$ cat src/hdl/rmsn_ram.sv
// Generic single-port synchronous RAM with a registered read.
// No dependencies.
`default_nettype none
module rmsn_ram #(
  parameter int WIDTH = 8,
  parameter int DEPTH = 16
) (
  input  wire logic                     clk,
  input  wire logic                     we,
  input  wire logic [$clog2(DEPTH)-1:0] addr,
  input  wire logic [WIDTH-1:0]         wdata,
  output logic      [WIDTH-1:0]         rdata
);
  logic [WIDTH-1:0] mem [DEPTH];

  always_ff @(posedge clk) begin
    if (we) begin
      mem[addr] <= wdata;
    end
    rdata <= mem[addr];
  end
endmodule
`default_nettype wire

$ cat config.mk
export PLATFORM = sky130hd
export DESIGN_NAME = rmsn_ram
export DESIGN_NICKNAME = d
export VERILOG_FILES = /design/src/hdl/rmsn_ram.sv
export SDC_FILE = /design/constraint.sdc
export NUM_CORES = 1
export LEC_CHECK = 0
export BUFFER_PORTS_ARGS = -buffer_cell sky130_fd_sc_hd__buf_2
export CAP_MARGIN = 20
export CORE_UTILIZATION = 45
export DETAILED_ROUTE_END_ITERATION = 7
export PLACE_DENSITY_LB_ADDON = 0.05
export SYNTH_ARGS = -nofsm -noshare
export SYNTH_HDL_FRONTEND = slang
export SYNTH_SLANG_ARGS = --single-unit
export TNS_END_PERCENT = 50
$ cat constraint.sdc
create_clock -name clk -period 1.65 [get_ports clk]
set_input_delay 0.0825 -clock clk [delete_from_list [all_inputs] [get_ports clk]]
set_output_delay 0.0825 -clock clk [all_outputs]
set_load 0.01 [all_outputs]
# After elaboration in Yosys (flattened, before gate mapping)
# Memory sizes are Yosys's and may differ from the RTL's. A register that Yosys moved wholly into a read port is not among the register bits.
# Cells that the tools add are included.
[word_totals]
output_inout_bits = 8
ramBits = 128
mem_count = 1
ff_bits = 0
mem_bits_ro = 0
latch_bits = 0
wordCells = 3
[op_classes]
n_mul = 0
n_mux = 2
n_reduce_logical = 0
n_addsub = 0
bitwise_logic = 0
shifts = 0
n_div = 0
eq_ne = 0
order_cmp = 0
[mem_list]
columns = ["memory", "depth", "word_bits", "rd", "rd_ports_with_merged_regs", "write_ports", "line_no", "source"]
rows = [
  ["mem", 16, 8, 1, 1, 1, "14", "logic [WIDTH-1:0] mem [DEPTH];"],
]
[op_table]
columns = ["operator", "count"]
rows = [
  ["$mux 1", 2],
]

# Depth between registers and ports, before layout
# Gate-level depths: netlist of the first run.
[depth]
depth_word = 2
depth_mapped = 5
ltp_nobuf = 3

# Least setup slack after synthesis of the first run
# OpenSTA, ideal clock, no wires.
[synth_timing]
path_type = "input to register"
startpoint = "input port addr[2]"
endpoint = "memory mem[0][0] (enable)"
arrival_ps = 1192
setup_slack_ps = 74
path_stages = 2
required_time_ps = 1267
setup_time_ps = 383
cell_sequence = "or3b_2 > nor3_1"
[synth_rtl]
columns = ["element", "line_no", "source"]
rows = [
  ["from (decl)", "10", "input wire logic [$clog2(DEPTH)-1:0] addr,"],
  ["to (decl)", "14", ""],
]
# No word-level cell before the write port.

==> results of run 1 <==
==> how the worst min path moves through the flow <==
| stage | cells past startpoint | to | startpoint | slack (ps) |
|---|---|---|---|---|
| 5_1_grt | 5 | rdata[1]$_DFF_P_ | addr[3] | 180 |
| 2_1_floorplan | 0 | mem[0][0]$_DFFE_PP_ | wdata[0] | 180 |
| 3_3_place_gp | 1 | mem[7][3]$_DFFE_PP_ | wdata[3] | 470 |
| 3_5_place_dp | 1 | rdata[3] | rdata[3]$_DFF_P_ | 480 |
| 6_report | 5 | rdata[1]$_DFF_P_ | addr[3] | 170 |
| 4_1_cts | 5 | rdata[1]$_DFF_P_ | addr[3] | 150 |
==> tightest hold or removal path, stage by stage <==
cell and delay, ps:
buf_2 140, nor2_1 100, buf_4 180, a22oi_1 100, nand2_1 60
==> repair_timing <==
action,in CTS,in global routing
endpoints found under the setup margin,0,0
hold buffers,8,0
endpoints found under the hold margin,128,0
==> sequential cells by signal, summed over array words and instances, names as in the netlist <==
signal	cells
rdata	8
mem	128
==> synth_stat cells (4+ instances only) <==
cell / n
edfxtp_1: 128
buf_1: 4
nor3_1: 4
dfxtp_1: 8
nand2_1: 9
a22oi_1: 16
mux4_2: 32
nor2_1: 13
==> logic make-up (layout without fill, tap and decap cells) <==
kind of cell	Yosys count	in the layout
buf+inv	11	83
mux	32	32
compound gates	16	16
simple gates	35	35
flops	136	136
==> metal layers <==
layer	global-route usage, %	up-vias	share of wire (%)	wire length (µm)
li1	-	1082	-	-
met1	26.2	1264	45	4500
met2	30.1	54	49	4810
met3	5.00	12	4.6	458
met4	7.05	0	1.3	127
met5	0	-	0	0
==> power groups by stage <==
stage	clock network (W)	registers (W)	logic [W]
2_1_floorplan	0	0.00396	0.000199
3_3_place_gp	0	0.00395	0.000385
3_5_place_dp	0	0.00396	0.000386
4_1_cts	0.00380	0.00389	0.000401
5_1_grt	0.00397	0.00389	0.000428
6_report	0.00374	0.00388	0.000391
==> placed cells by master (no fill, tap or decap), types with 2 or more instances in the layout <==
| cell type | n |
|---|---|
| edfxtp_1 | 128 |
| mux4_2 | 32 |
| buf_2 | 21 |
| buf_4 | 19 |
| a22oi_1 | 16 |
| clkbuf_16 | 16 |
| nor2_1 | 13 |
| nand2_1 | 9 |
| dlygate4sd3_1 | 8 |
| dfxtp_1 | 8 |
| clkinvlp_4 | 6 |
| nor3_1 | 4 |
| bufinv_16 | 3 |
| buf_12 | 3 |
| nor2b_1 | 2 |
| nand3b_1 | 2 |
| nand2b_1 | 2 |
| inv_6 | 2 |
| clkinv_4 | 2 |
==> stage by stage <==
step	power, W	worst slack [ps]	utilization, %	hold slack, ps	std cells
floorplan	0.00416	74.5	-	181	230
global placement	0.00434	129	50.4	474	402
detailed placement	0.00434	116	50.4	476	402
CTS	0.00809	297	56.6	148	442
global route	0.00829	243	56.6	181	442
finish	0.00801	301	56.6	171	442
==> area by class of cell <==
type | count | area, µm²
clock inverters | 14 | 175
multi-input cells | 83 | 1000
flip-flops and latches | 136 | 4000
clock buffers | 18 | 418
repair buffers | 51 | 388
fillers | 814 | 4720
well taps | 140 | 175
==> flow_metrics.tcl, run 1 <==
set metrics [dict create \
    path_cells "mux4_2 > a22oi_1 > nand2_1" \
    regToRegSetupSlack_ps 300 \
    irDropWorstVdd_v 0.000825 \
    final-setup-viol-count 0 \
    synth_top_family_by_area "multiplexers" \
    die_h_um 108 \
    die_w_um 108 \
    hold_violations 0 \
    crit_path_top_delay_cell "mux4_2" \
    cap_violations 0 \
    power_density_nw_per_um2 1300 \
    die_area_um2 11700 \
    timing.rr.end "rdata[4]$_DFF_P_" \
    gp_congestion 0.643 \
    yosys_most_used_dff "edfxtp_1" \
    yosysSeqAreaShare_pct 79.0 \
    grt-ovfl-total 0 \
    cp_max_fo 1 \
    cts_buffers 17 \
    rsz0062_at_grt "false" \
    start_util_pct 46.5 \
    synth_area_um2 5070 \
    final_area_um2 6160 \
    synthAdderAreaFrac_pct 0 \
    ctsResizeCount 0 \
    grt_pass1_vias 2501 \
    final_max_slew_viol_count 0 \
    drtIter0Drc 159 \
    insertion_delay_ps 520 \
    crit_end "rdata[4]$_DFF_P_" \
    slew_headroom_pct 41.9 \
    p_sw_share_pct 20.8 \
    cp-end-kind "flip-flop" \
    timing.final.crit_share_pct 81.8 \
    path_clk_slew_ps 60 \
    area_growth_pct 21.6 \
    critPathKind "flip-flop to flip-flop" \
    clk_path_buf_depth 2 \
    nets 303 \
    p_comb_share_pct 4.9 \
    synthSimpleGateAreaFrac_pct 3.21 \
    ant_nets 0 \
    clock_sinks 136 \
    place.detailed.hpwl_um 6150 \
    skew_ps 6.54 \
    cp.required_ps 2050 \
    numPortBuffers 21 \
    crit_start "mem[3][4]$_DFFE_PP_" \
    pwr-share-seq_pct 48.5 \
    synth_xor_area_share_pct 0 \
    cts_tree "yes" \
    wl_per_cell_um 22.4 \
    ys_warn_count 0 \
    power_switching_w 0.00166 \
    arrival_ps 1750 \
    async_reset_ff_share_pct 0 \
    synth-seq-cells 136 \
    yosys-mux-area-fraction_pct 14.2 \
    hold_path.class "input port to flip-flop" \
    tns_ps 0 \
    cts_root_buf "clkbuf_8" \
    totalWireLength_um 9890 \
    fin_crit_ps 1350 \
    r2r-start "mem[3][4]$_DFFE_PP_" \
    viasPerCell 5.46 \
    avgSynthCellArea_um2 22.0 \
    critPathTopFamily "multiplexers" \
    postCtsSetupBuffers 0 \
    antenna_cells 0 \
    rows 38 \
    cp-start-kind "flip-flop" \
    grt_antenna_before_repair 0 \
    r2r_cells 3 \
    worstMarginPinSlew_ps 870 \
    grt_pass1_wl_um 15200 \
    track_usage_pct 19.3 \
    syn_nets 244 \
    synthCells 230 \
    yosysTopAreaCellShare_pct 75.9 \
    coreArea_um2 10900 \
    first_pass_iters 4 \
    synthTopCellsByArea "edfxtp_1 76%, mux4_2 14%, dfxtp_1 3.2%, a22oi_1 2.4%, nor2_1 0.96%" \
    vias 2412 \
    crit_buf_inv 0 \
    p_leak_nw 2.05 \
    synth-compound-area-share_pct 2.37 \
    ioPinCount 22 \
    power_frac_clock_pct 46.6 \
    drive_gt1_share_pct 35.4 \
    cts_max_level 4 \
    synth_edf_count 128 \
    slowest_delay_ps 480 \
    outcome "complete, no violations" \
    grt_start_max_net_pins 40 \
    drcViolationCount 0 \
    path_depth 3 \
    postPlaceCellArea_um2 5490 \
    yosysTopAreaCell "edfxtp_1" \
    ys_types 18 \
    p_int_w 0.00635 \
    fmax_mhz 741 \
]
Power figures use the tool's default switching activity.
==> run 2: changes to the inputs <==
==> constraint.sdc (replaced) <==
create_clock -name clk -period 1.33 [get_ports clk]
set_input_delay 0.0665 -clock clk [delete_from_list [all_inputs] [get_ports clk]]
set_output_delay 0.0665 -clock clk [all_outputs]
set_load 0.01 [all_outputs]
==> flow_metrics.tcl, run 2 (synthesis gave the netlist of run 1 again) <==
set metrics [dict create \
    outcome "complete, no violations" \
    coreArea_um2 10900 \
    p_leak_nw 2.14 \
    hold_path.class "input port to flip-flop" \
    cts_max_level 4 \
    vias 2440 \
    timing.final.crit_share_pct 95.3 \
    rsz0062_at_grt "false" \
    cp_max_fo 1 \
    top_register "mem" \
    skew_ps 8.07 \
    post-place-ws_ps -184 \
    top_regs "mem: 128 flops, rdata: 8 flops" \
    viasPerCell 5.36 \
    totalWireLength_um 9790 \
    antenna_cells 0 \
    final_common_cell "edfxtp_1" \
    final-setup-viol-count 0 \
    nets 316 \
    cts_root_buf "clkbuf_8" \
    postCtsSetupBuffers 0 \
    final_area_um2 6340 \
    timing.rr.end "rdata[7]$_DFF_P_" \
    numPortBuffers 21 \
    cts_tree "yes" \
    grt_antenna_before_repair 0 \
    cp.required_ps 1730 \
    irDropWorstVdd_v 0.000806 \
    drcViolationCount 0 \
    insertion_delay_ps 510 \
    path_clk_slew_ps 60 \
    cap_violations 0 \
    start_util_pct 46.5 \
    power_frac_clock_pct 44.8 \
    place.detailed.hpwl_um 6560 \
    drtIter0Drc 100 \
    die_area_um2 11700 \
    grt_pass1_vias 2526 \
    pwr-share-seq_pct 49.6 \
    min_from "addr[1]" \
    clock_sinks 136 \
    use_met2_pct 28.5 \
    worstMarginPinSlew_ps 873 \
    area_growth_pct 25.0 \
    r2r-start "mem[8][7]$_DFFE_PP_" \
    r2r_cells 3 \
    ant_nets 0 \
    p_sw_share_pct 21.4 \
    die_w_um 108 \
    final_util_pct 58.2 \
    fin_crit_ps 1270 \
    rows 38 \
    fmax_mhz 789 \
    whs_path_depth 5 \
    slew_headroom_pct 41.7 \
    final_max_slew_viol_count 0 \
    cp-end-kind "flip-flop" \
    cts_buffers 17 \
    regToRegSetupSlack_ps 60 \
    power_density_nw_per_um2 1530 \
    hold_violations 0 \
    die_h_um 108 \
    grt-ovfl-total 0 \
    ioPinCount 22 \
    worst_slack_ps 61.9 \
    mostFrequentLayoutCells "128 x edfxtp_1, 32 x mux4_2, 28 x buf_4" \
    gp_congestion 0.702 \
    hold-path-endpoint "rdata[3]$_DFF_P_" \
    wl_per_cell_um 21.5 \
    critPathKind "flip-flop to flip-flop" \
    largest_reg_flops 128 \
    track_usage_pct 18.5 \
    use_met3_pct 5.24 \
    first_pass_iters 4 \
    postPlaceCellArea_um2 5650 \
    cp-start-kind "flip-flop" \
    p_int_w 0.00763 \
    grt_start_max_net_pins 23 \
    holdWs_ps 204 \
    clk_path_buf_depth 2 \
    drive_gt1_share_pct 42.5 \
    power_switching_w 0.00208 \
    top_usage_layer "met2" \
    use_met1_pct 26.0 \
    arrival_ps 1660 \
    p_comb_share_pct 5.5 \
    grt_pass1_wl_um 14800 \
]
-- run 2: repair_timing --
item,4_1_cts,5_1_grt
gates resized for setup,0,8
setup endpoints to repair,0,8
hold endpoints to repair,128,0
hold buffers,8,0
-- run 2: worst max path at each step --
stage / startpoint / endpoint / slack [ps] / cells past startpoint
final: mem[8][7]$_DFFE_PP_ / rdata[7]$_DFF_P_ / 60 / 3
after global placement: addr[0] / rdata[4]$_DFF_P_ / -170 / 6
after detailed placement: addr[0] / rdata[6]$_DFF_P_ / -180 / 6
after floorplan: addr[1] / mem[12][0]$_DFFE_PP_ / -120 / 3
after global routing: mem[9][1]$_DFFE_PP_ / rdata[1]$_DFF_P_ / 1 / 3
after CTS: mem[3][0]$_DFFE_PP_ / rdata[0]$_DFF_P_ / 10 / 3
-- run 2: cell type report --
class | count | area, µm²
Clock buffer | 19 | 442
Clock inverter | 13 | 121
Fill cell | 814 | 4550
Multi-Input combinational cell | 83 | 1060
Sequential cell | 136 | 4000
Tap cell | 140 | 175
Timing Repair Buffer | 64 | 536
-- run 2: power groups by stage --
stage / Sequential (W) / Clock, W / Combinational, W
after floorplan: 0.00492 / 0 / 0.000250
after global placement: 0.00491 / 0 / 0.000506
after detailed placement: 0.00491 / 0 / 0.000508
after CTS: 0.00482 / 0.00443 / 0.000528
after global routing: 0.00483 / 0.00461 / 0.000580
final: 0.00482 / 0.00435 / 0.000536
-- run 2: per-layer routing --
layer / routed length [µm] / vias up
met3: 303 / 6
met1: 4680 / 1278
met4: 74 / 0
li1: - / 1110
met5: 0 / -
met2: 4730 / 46
-- run 2: per-stage QoR --
step	cells	TNS, ps	power (W)
after floorplan	230	-5140	0.00517
after global placement	415	-3530	0.00542
after detailed placement	415	-3710	0.00542
after CTS	455	0	0.00977
after global routing	455	0	0.0100
final	455	0	0.00971
-- run 2: critical path, cell delays in order (launching register included) --
cell and delay, ps:
edfxtp_1 370, mux4_2 490, a22oi_2 230, nand2_1 70
