File: src/hdl/rmsn_pkg.sv
// Shared types and constants for the RMS vector normalizer.
// No dependencies; imported by the top level, the root unit and the checker.
`default_nettype none
package rmsn_pkg;
  localparam logic OP_LOAD = 1'b0;
  localparam logic OP_READ = 1'b1;

  localparam logic [1:0] ST_OK     = 2'd0;
  localparam logic [1:0] ST_NOTRDY = 2'd1;
  localparam logic [1:0] ST_RANGE  = 2'd2;
  localparam logic [1:0] ST_SAT    = 2'd3;

  localparam logic [1:0] CFG_VEC_LEN = 2'd0;
  localparam logic [1:0] CFG_EPSILON = 2'd1;

  localparam logic [23:0] OUT_POS_MAX = 24'h7FFFFF;
  localparam logic [23:0] OUT_NEG_MAG = 24'h800000;

  typedef enum logic [3:0] {
    S_IDLE, S_LOAD, S_RECIP,
    S_RD_WAIT, S_MUL1, S_MUL2, S_MUL3, S_OUT
  } state_t;

  typedef enum logic [2:0] {R_IDLE, R_DIV, R_CHK, R_REC, R_SQRT, R_DONE} root_state_t;
endpackage
`default_nettype wire

File: src/hdl/rmsn_root.sv
// Reciprocal square root unit: divide sum by length, add epsilon, then
// floor(2^40/sqrt(m)) bit-serially, or all ones when m <= 65536. Depends on rmsn_pkg.
`default_nettype none
module rmsn_root
  import rmsn_pkg::*;
(
  input  wire logic        clk,
  input  wire logic        rst_n,
  input  wire logic        start,
  input  wire logic [59:0] sum,
  input  wire logic [16:0] len,
  input  wire logic [31:0] eps,
  output logic             done,
  output logic      [31:0] result
);
  root_state_t st_r, st_nxt;
  logic [6:0]  cnt_r;
  logic [63:0] rem_r;
  logic [63:0] q_r;
  logic [64:0] m_r;
  logic [64:0] m_w;
  logic [64:0] rem_sh;
  logic [63:0] sq_res_r, sq_x_r;
  logic [63:0] div_trial;
  logic [64:0] rec_trial;
  logic [64:0] sq_sum;

  // Sum / len: restoring division, one quotient bit a cycle.
  assign div_trial = {rem_r[62:0], q_r[59]};
  assign rem_sh    = {rem_r, (cnt_r == 7'd80)};
  assign rec_trial = rem_sh;
  assign sq_sum    = {1'b0, sq_res_r} + {1'b0, 64'd1 << {cnt_r[4:0], 1'b0}};
  assign m_w       = {5'd0, q_r[59:0]} + {33'd0, eps};

  always_comb begin
    st_nxt = st_r;
    case (st_r)
      R_IDLE: if (start) st_nxt = R_DIV;
      R_DIV:  if (cnt_r == 7'd0) st_nxt = R_CHK;
      R_CHK:  st_nxt = (m_w <= 65'd65536) ? R_DONE : R_REC;
      R_REC:  if (cnt_r == 7'd0) st_nxt = R_SQRT;
      R_SQRT: if (cnt_r == 7'd0) st_nxt = R_DONE;
      R_DONE: st_nxt = R_IDLE;
      default: st_nxt = R_IDLE;
    endcase
  end

  always_ff @(posedge clk) begin
    if (!rst_n) begin
      st_r <= R_IDLE;
    end else begin
      st_r <= st_nxt;
    end
    case (st_r)
      R_IDLE: begin
        rem_r <= '0;
        q_r   <= {4'd0, sum};
        cnt_r <= 7'd59;
      end
      R_DIV: begin
        if (div_trial >= {47'd0, len}) begin
          rem_r <= div_trial - {47'd0, len};
          q_r   <= {q_r[62:0], 1'b1};
        end else begin
          rem_r <= div_trial;
          q_r   <= {q_r[62:0], 1'b0};
        end
        cnt_r <= cnt_r - 7'd1;
      end
      R_CHK: begin
        m_r    <= m_w;
        result <= 32'hFFFFFFFF;
        rem_r  <= '0;
        cnt_r  <= 7'd80;
      end
      R_REC: begin
        if (rec_trial >= m_r) begin
          rem_r <= 64'(rec_trial - m_r);
          q_r   <= (cnt_r < 7'd64) ? {q_r[62:0], 1'b1} : q_r;
        end else begin
          rem_r <= rec_trial[63:0];
          q_r   <= (cnt_r < 7'd64) ? {q_r[62:0], 1'b0} : q_r;
        end
        if (cnt_r == 7'd0) begin
          sq_x_r   <= (rec_trial >= m_r) ? {q_r[62:0], 1'b1} : {q_r[62:0], 1'b0};
          sq_res_r <= '0;
          cnt_r    <= 7'd31;
        end else begin
          cnt_r <= cnt_r - 7'd1;
        end
      end
      R_SQRT: begin
        if ({1'b0, sq_x_r} >= sq_sum) begin
          sq_x_r   <= sq_x_r - sq_sum[63:0];
          sq_res_r <= (sq_res_r >> 1) + (64'd1 << {cnt_r[4:0], 1'b0});
        end else begin
          sq_res_r <= sq_res_r >> 1;
        end
        if (cnt_r == 7'd0) begin
          result <= ({1'b0, sq_x_r} >= sq_sum)
                    ? 32'((sq_res_r >> 1) + 64'd1) : 32'(sq_res_r >> 1);
        end
        cnt_r <= cnt_r - 7'd1;
      end
      default: ;
    endcase
  end

  assign done = (st_r == R_DONE);
endmodule
`default_nettype wire

File: config.mk
export PLATFORM = sky130hd
export DESIGN_NAME = rmsn_root
export DESIGN_NICKNAME = d
export VERILOG_FILES = /design/src/hdl/rmsn_pkg.sv /design/src/hdl/rmsn_root.sv
export SDC_FILE = /design/constraint.sdc
export NUM_CORES = 1
export LEC_CHECK = 0
export BUFFER_PORTS_ARGS = -buffer_cell sky130_fd_sc_hd__buf_2
export CAP_MARGIN = 40
export CORE_MARGIN = 10
export CORE_UTILIZATION = 35
export CTS_BUF_LIST = sky130_fd_sc_hd__clkbuf_8 sky130_fd_sc_hd__clkbuf_16
export DETAILED_ROUTE_END_ITERATION = 12
export GPL_ROUTABILITY_DRIVEN = 0
export SLEW_MARGIN = 20
export SYNTH_ARGS = -nofsm -noshare
export SYNTH_HDL_FRONTEND = slang
export SYNTH_SLANG_ARGS = --single-unit
File: constraint.sdc
create_clock -name clk -period 17.3 [get_ports clk]
set_clock_uncertainty 0.2 [all_clocks]
set_input_delay 2.595 -clock clk [delete_from_list [all_inputs] [get_ports clk]]
set_output_delay 2.595 -clock clk [all_outputs]
set_load 0.05 [all_outputs]
# Yosys cells after proc, flatten, opt, wreduce, memory -nomap -nowiden

Cells that the tools add are included.
Widths: inputs -> output; s select.

Bits of input ports: 112
Output and inout bits: 33
Logic and storage cells: 74
Flip-flop bits (word level): 358

Magnitude comparators: 5
Equality and inequality tests: 12
Add/sub/neg operators: 8
Reductions and logical operators: 14
Muxes and demuxes: 26
Shift operators: 1

Operators by type and width:

| kind                  | number |
|---|---|
| $mux 64               | 6 |
| $pmux 64 s2           | 2 |
| $pmux 64 s3           | 1 |
| $mux 63               | 3 |
| $pmux 63 s3           | 1 |
| $add 64x64->65        | 1 |
| $ge 64x65->1          | 1 |
| $ge 65x61->1          | 1 |
| $add 63x64->64        | 1 |
| $ge 64x17->1          | 1 |
| $mux 32               | 2 |
| $pmux 32 s2           | 1 |
| $shl 1x6->64 const A  | 1 |
| $sub 64x17->64        | 1 |
| $sub 64x61->64        | 1 |
| $sub 64x64->64        | 1 |
| $add 60x32->61        | 1 |
| $le 61x17->1 const B  | 1 |
| $add 32x1->32 const B | 1 |
| $pmux 7 s4            | 1 |
| $mux 3                | 5 |
| $pmux 3 s5            | 1 |
| $ne 2x2->1 const B    | 6 |
| $eq 7x7->1 const B    | 1 |
| other kinds (16)      | 24 |

# Depth between registers and ports, before layout

Word-level depth: 6
Mapped depth: 37
Gate-level depth less buffers: 33

# Least setup slack after synthesis

OpenSTA, ideal clock, no wires.

Kind: flip-flop to flip-flop
From: register cnt_r[3]
To: register sq_x_r[0] (enable)
Path buffers: 4
Required time: 16.526 ns
Period minus slack after synthesis: 11.937 ns
Data arrival time: 11.163 ns
Library setup time: 0.574 ns
Slack: 5.363 ns
Stages on the path, launching flop included: 30
Cells stage by stage: edfxtp_1 -> or2_2 -> clkbuf_1 -> nor2_1 -> and2_1 -> ha_1 -> a21o_1 -> a31oi_1 -> o31a_1 -> o22ai_1 -> a41o_1 -> a21bo_2 -> a211o_1 -> a31oi_1 -> nor2_1 -> o21ai_0 -> xor2_1 -> ha_1 -> clkbuf_1 -> nand4_1 -> or3_1 -> or4_1 -> o21ai_1 -> a31oi_1 -> o211ai_1 -> a211oi_1 -> or3_1 -> buf_2 -> buf_2 -> o21ai_0

Cells in the longest elaborated chain, start to end: 5
Elaborated cells between the ends (all ways): 7
Those cells by class: 1 x add/sub; 1 x order compare; 2 x eq/ne; 1 x shift; 2 x reduce/logical

Ends and longest elaborated chain:

| item                           | RTL line         | RTL |
|---|---|---|
| start, declared                | rmsn_root.sv:17  | `logic [6:0] cnt_r;` |
| start signal, assigned         | rmsn_root.sv:68  | `cnt_r <= cnt_r - 7'd1;` |
| start signal, assigned         | rmsn_root.sv:89  | `cnt_r <= cnt_r - 7'd1;` |
| start signal, assigned         | rmsn_root.sv:103 | `cnt_r <= cnt_r - 7'd1;` |
| $shl 1x6->64                   | rmsn_root.sv:32  | `assign sq_sum = {1'b0, sq_res_r} + {1'b0, 64'd1 << {cnt_r[4:0], 1'b0}};` |
| $add 64x64->65                 | rmsn_root.sv:32  |  |
| $ge 64x65->1                   | rmsn_root.sv:93  | `if ({1'b0, sq_x_r} >= sq_sum) begin` |
| $ne 2x2->1 (no line)           | n/a              |  |
| $reduce_and 3->1 (no line) (*) | n/a              |  |
| end signal, assigned           | rmsn_root.sv:85  | `sq_x_r <= (rec_trial >= m_r) ? {q_r[62:0], 1'b1} : {q_r[62:0], 1'b0};` |
| end signal, assigned           | rmsn_root.sv:94  | `sq_x_r <= sq_x_r - sq_sum[63:0];` |
| end, declared                  | rmsn_root.sv:23  | `logic [63:0] sq_res_r, sq_x_r;` |

Every way passes the cells marked *; elsewhere a longest branch is shown, timed or not.
A chain may end at the register's enable or synchronous reset.

# Final worst setup path

From: register cnt_r[2]
To: register sq_x_r[31] (enable)

Same word-level chain as after synthesis.

==> reports/metrics.cfg <==
[global_routing]
grt_first_pass_wirelength_mm=157
met3_usage=0.0315
top_usage_layer=met2
globalRoute.totalOverflow=0
grtUsageTotal=0.192
initial_antenna_violation_count=1
grt_start_max_net_pins=84
globalRouteMet1Util=0.255
grt_pass1_vias=26700
global_route_met2_utilization=0.304

[final_layout]
final_layout_size_suffix_gt1_frac=0.0842
layout_stage_area_growth_over_the_synthesis_result_pct=11.7
final_util=0.393
multiInputGateArea_um2=19700
layout.filler_cells=9162
final-seq-area_um2=10700
finish.net_count=4187
post_route_cell_area_um2=35300
n_antenna_cell=0

[placement]
place_area_um2=33600
numPortBuffers=144
detailedPlace.worstSlack_ns=7.93
place.detailed.hpwl_mm=78.8

[clocking]
numClockSinks=358
cts_root_buffer=sky130_fd_sc_hd__clkbuf_16
cts.htree.levels=2
clock_path_buffers=3
cts_tree=yes
post_cts.resized_instances=0
clk_pin_slew_worst_paths_ns=0.06
cts-hold-fix-buffers=0
worstSkewPairLatency_ns=0.63
numCtsBuffers=46
postCtsSetupBuffers=0

[pwr]
netSwitchingPower_w=0.00162
sw_frac_of_total=0.407
p_total_w=0.00399
cell_internal_pwr_w=0.00237
share_comb_of_total_power=0.426
share_clk_of_total_power=0.270
power.sequential.fraction=0.304
cellPowerDensity_nw_per_um2=113
irDropWorstVdd_uv=74.1
p_leak_nw=14.9

[critical_path]
worstSetupPathType=reg -> reg
crit_path_top_delay_cell=sky130_fd_sc_hd__or3_1
worst_ep_arrival_time_ns=9.60
setup.worst_path.end_class=flip-flop
cpPeakStageDelay_ns=0.72
timing.critical_path.fanout_max=42
critPathRequiredTime_ns=17.38
critical_path.startpoint_type=flip-flop

[sta]
final_critical_path_setup_slack_ns=7.78
hold_viol=0
finalMaxSlewViolations=0
final-setup-viol-count=0
layout_min_cycle_time_ns=9.52
timing.setup.tns_ns=0
maxClockFrequency_ghz=0.105
grt_setup_unrepaired=no
relSlewSlack=0.437
worst_slew_pin_slew_ns=0.824
final_min_period_over_clock_period=0.550

[route]
avgViaCountPerCell=5.71
wl_mm=103
drt-pass1-iter-count=7
remaining_drc_errors=0
detail_route.iter0.violations=3037
antenna_left=0
via_count_of_the_routed_design=28800
wl_per_cell_um=20.5

[yosys]
synth-async-reset-ratio=0
synth_top_cell_area_share=0.337
synth_enable_flop_cells=355
synth_cells=3768
synth_warnings=0
synth_seq_area_share=0.339
dominant_cell_by_count_in_the_synthesized_netlist=sky130_fd_sc_hd__nand2_1
yosys-top-cells-count=sky130_fd_sc_hd__nand2_1, sky130_fd_sc_hd__edfxtp_1, sky130_fd_sc_hd__nor2_1
synthDominantAreaCellType=sky130_fd_sc_hd__edfxtp_1
mappedNetlistNets=4130
ys_ff_latch=358
netlist-cell-type-count=88
yosys-top-cells-area=sky130_fd_sc_hd__edfxtp_1, sky130_fd_sc_hd__ha_1, sky130_fd_sc_hd__nand2_1, sky130_fd_sc_hd__xnor2_1, sky130_fd_sc_hd__a21oi_1
top_reg_cell_synth=sky130_fd_sc_hd__edfxtp_1
synth_area_um2=31600
avgSynthCellArea_um2=8.39

[run_status]
result_of_the_run=complete, no violations

[die]
start_util=0.352
rows=110
die_area_um2=103000
die-width_um=320
die_y_um=320
ports_placed_on_the_boundary=145
coreArea_um2=89700

[worst_hold_path]
hold_path.class=reg -> reg

[flow_run]
drv_cap=0

## cell type report
cell class                 count  share of cell area
sequential                   358               0.304
clock buffer                  46              0.0326
multi-input combinational   3072               0.558
tap                         1176              0.0417
clock inverter                39              0.0150
timing repair buffer         187              0.0316
inverter                     160              0.0170
## through the flow
step | hold WS, ns | cells
final | 0.371 | 5038
after global routing | 0.398 | 5038
after CTS | 0.378 | 5034
after detailed placement | 0.352 | 4949
after global placement | 0.345 | 4939
after floorplan | 0.296 | 3768
## final timing paths
path | end | slack, ns | startpoint | cells past startpoint
worst max-delay path | sq_x_r[31] | 7.78 | cnt_r[2] | 29
worst min-delay path | q_r[61] | 0.37 | q_r[60] | 1
worst min register to register | q_r[61] | 0.37 | q_r[60] | 1
worst max register to register | sq_x_r[31] | 7.78 | cnt_r[2] | 29
## routing by layer
layer,part of all wire,vias to the layer above
met1,0.44,13600
met4,0.048,2
li1,-,14000
met2,0.45,984
met3,0.069,188
met5,0.00013,-
## cells in the final DEF (no fill, tap or decap), types with 47 or more instances in the layout
cell                         n
sky130_fd_sc_hd__ha_1      246
sky130_fd_sc_hd__nand2_1   508
sky130_fd_sc_hd__a31oi_1    74
sky130_fd_sc_hd__a21o_1    101
sky130_fd_sc_hd__buf_2     146
sky130_fd_sc_hd__nor4_1     57
sky130_fd_sc_hd__edfxtp_1  355
sky130_fd_sc_hd__nor3_1     78
sky130_fd_sc_hd__nand3_1    78
sky130_fd_sc_hd__o21ai_0   267
sky130_fd_sc_hd__a211oi_1   47
sky130_fd_sc_hd__xor2_1    131
sky130_fd_sc_hd__nand4_1    73
sky130_fd_sc_hd__inv_1     161
sky130_fd_sc_hd__a21oi_1   295
sky130_fd_sc_hd__nor2_1    332
sky130_fd_sc_hd__xnor2_1   178
## critical path: cells and delay by family (launching register included)
kind / cells / cell delay (ns)
AOI/OAI and AO/OA: 14 / 3.51
xor gates and xnor gates: 1 / 0.14
adders and majority gates: 2 / 0.72
buffers and inverters: 4 / 1.29
and+or+nand+nor: 8 / 2.78
DFF: 1 / 0.49
## logic make-up after synthesis
group                      Yosys count  synth area share
AOI/OAI and AO/OA                 1093             0.220
muxes                               12           0.00388
DFF                                358             0.339
xor gates and xnor gates           309            0.0856
and+or+nand+nor                   1408             0.211
adders and majority gates          250            0.0999
buffers and inverters              338            0.0405
## power by group through the flow
stage | Sequential (W) | Clock [W] | Combinational, W
3_3_place_gp | 0.00123 | 0 | 0.00166
5_1_grt | 0.00122 | 0.00113 | 0.00188
6_report | 0.00121 | 0.00108 | 0.00170
2_1_floorplan | 0.00115 | 0 | 0.00128
3_5_place_dp | 0.00122 | 0 | 0.00167
4_1_cts | 0.00121 | 0.00110 | 0.00168
## sequential cells by signal, indices dropped and copies added (netlist names)
signal	flops
st_r	3
sq_res_r	64
rem_r	64
sq_x_r	64
m_r	61
cnt_r	7
q_r	63
result	32
Note: power is estimated with default switching activity, not from simulation.
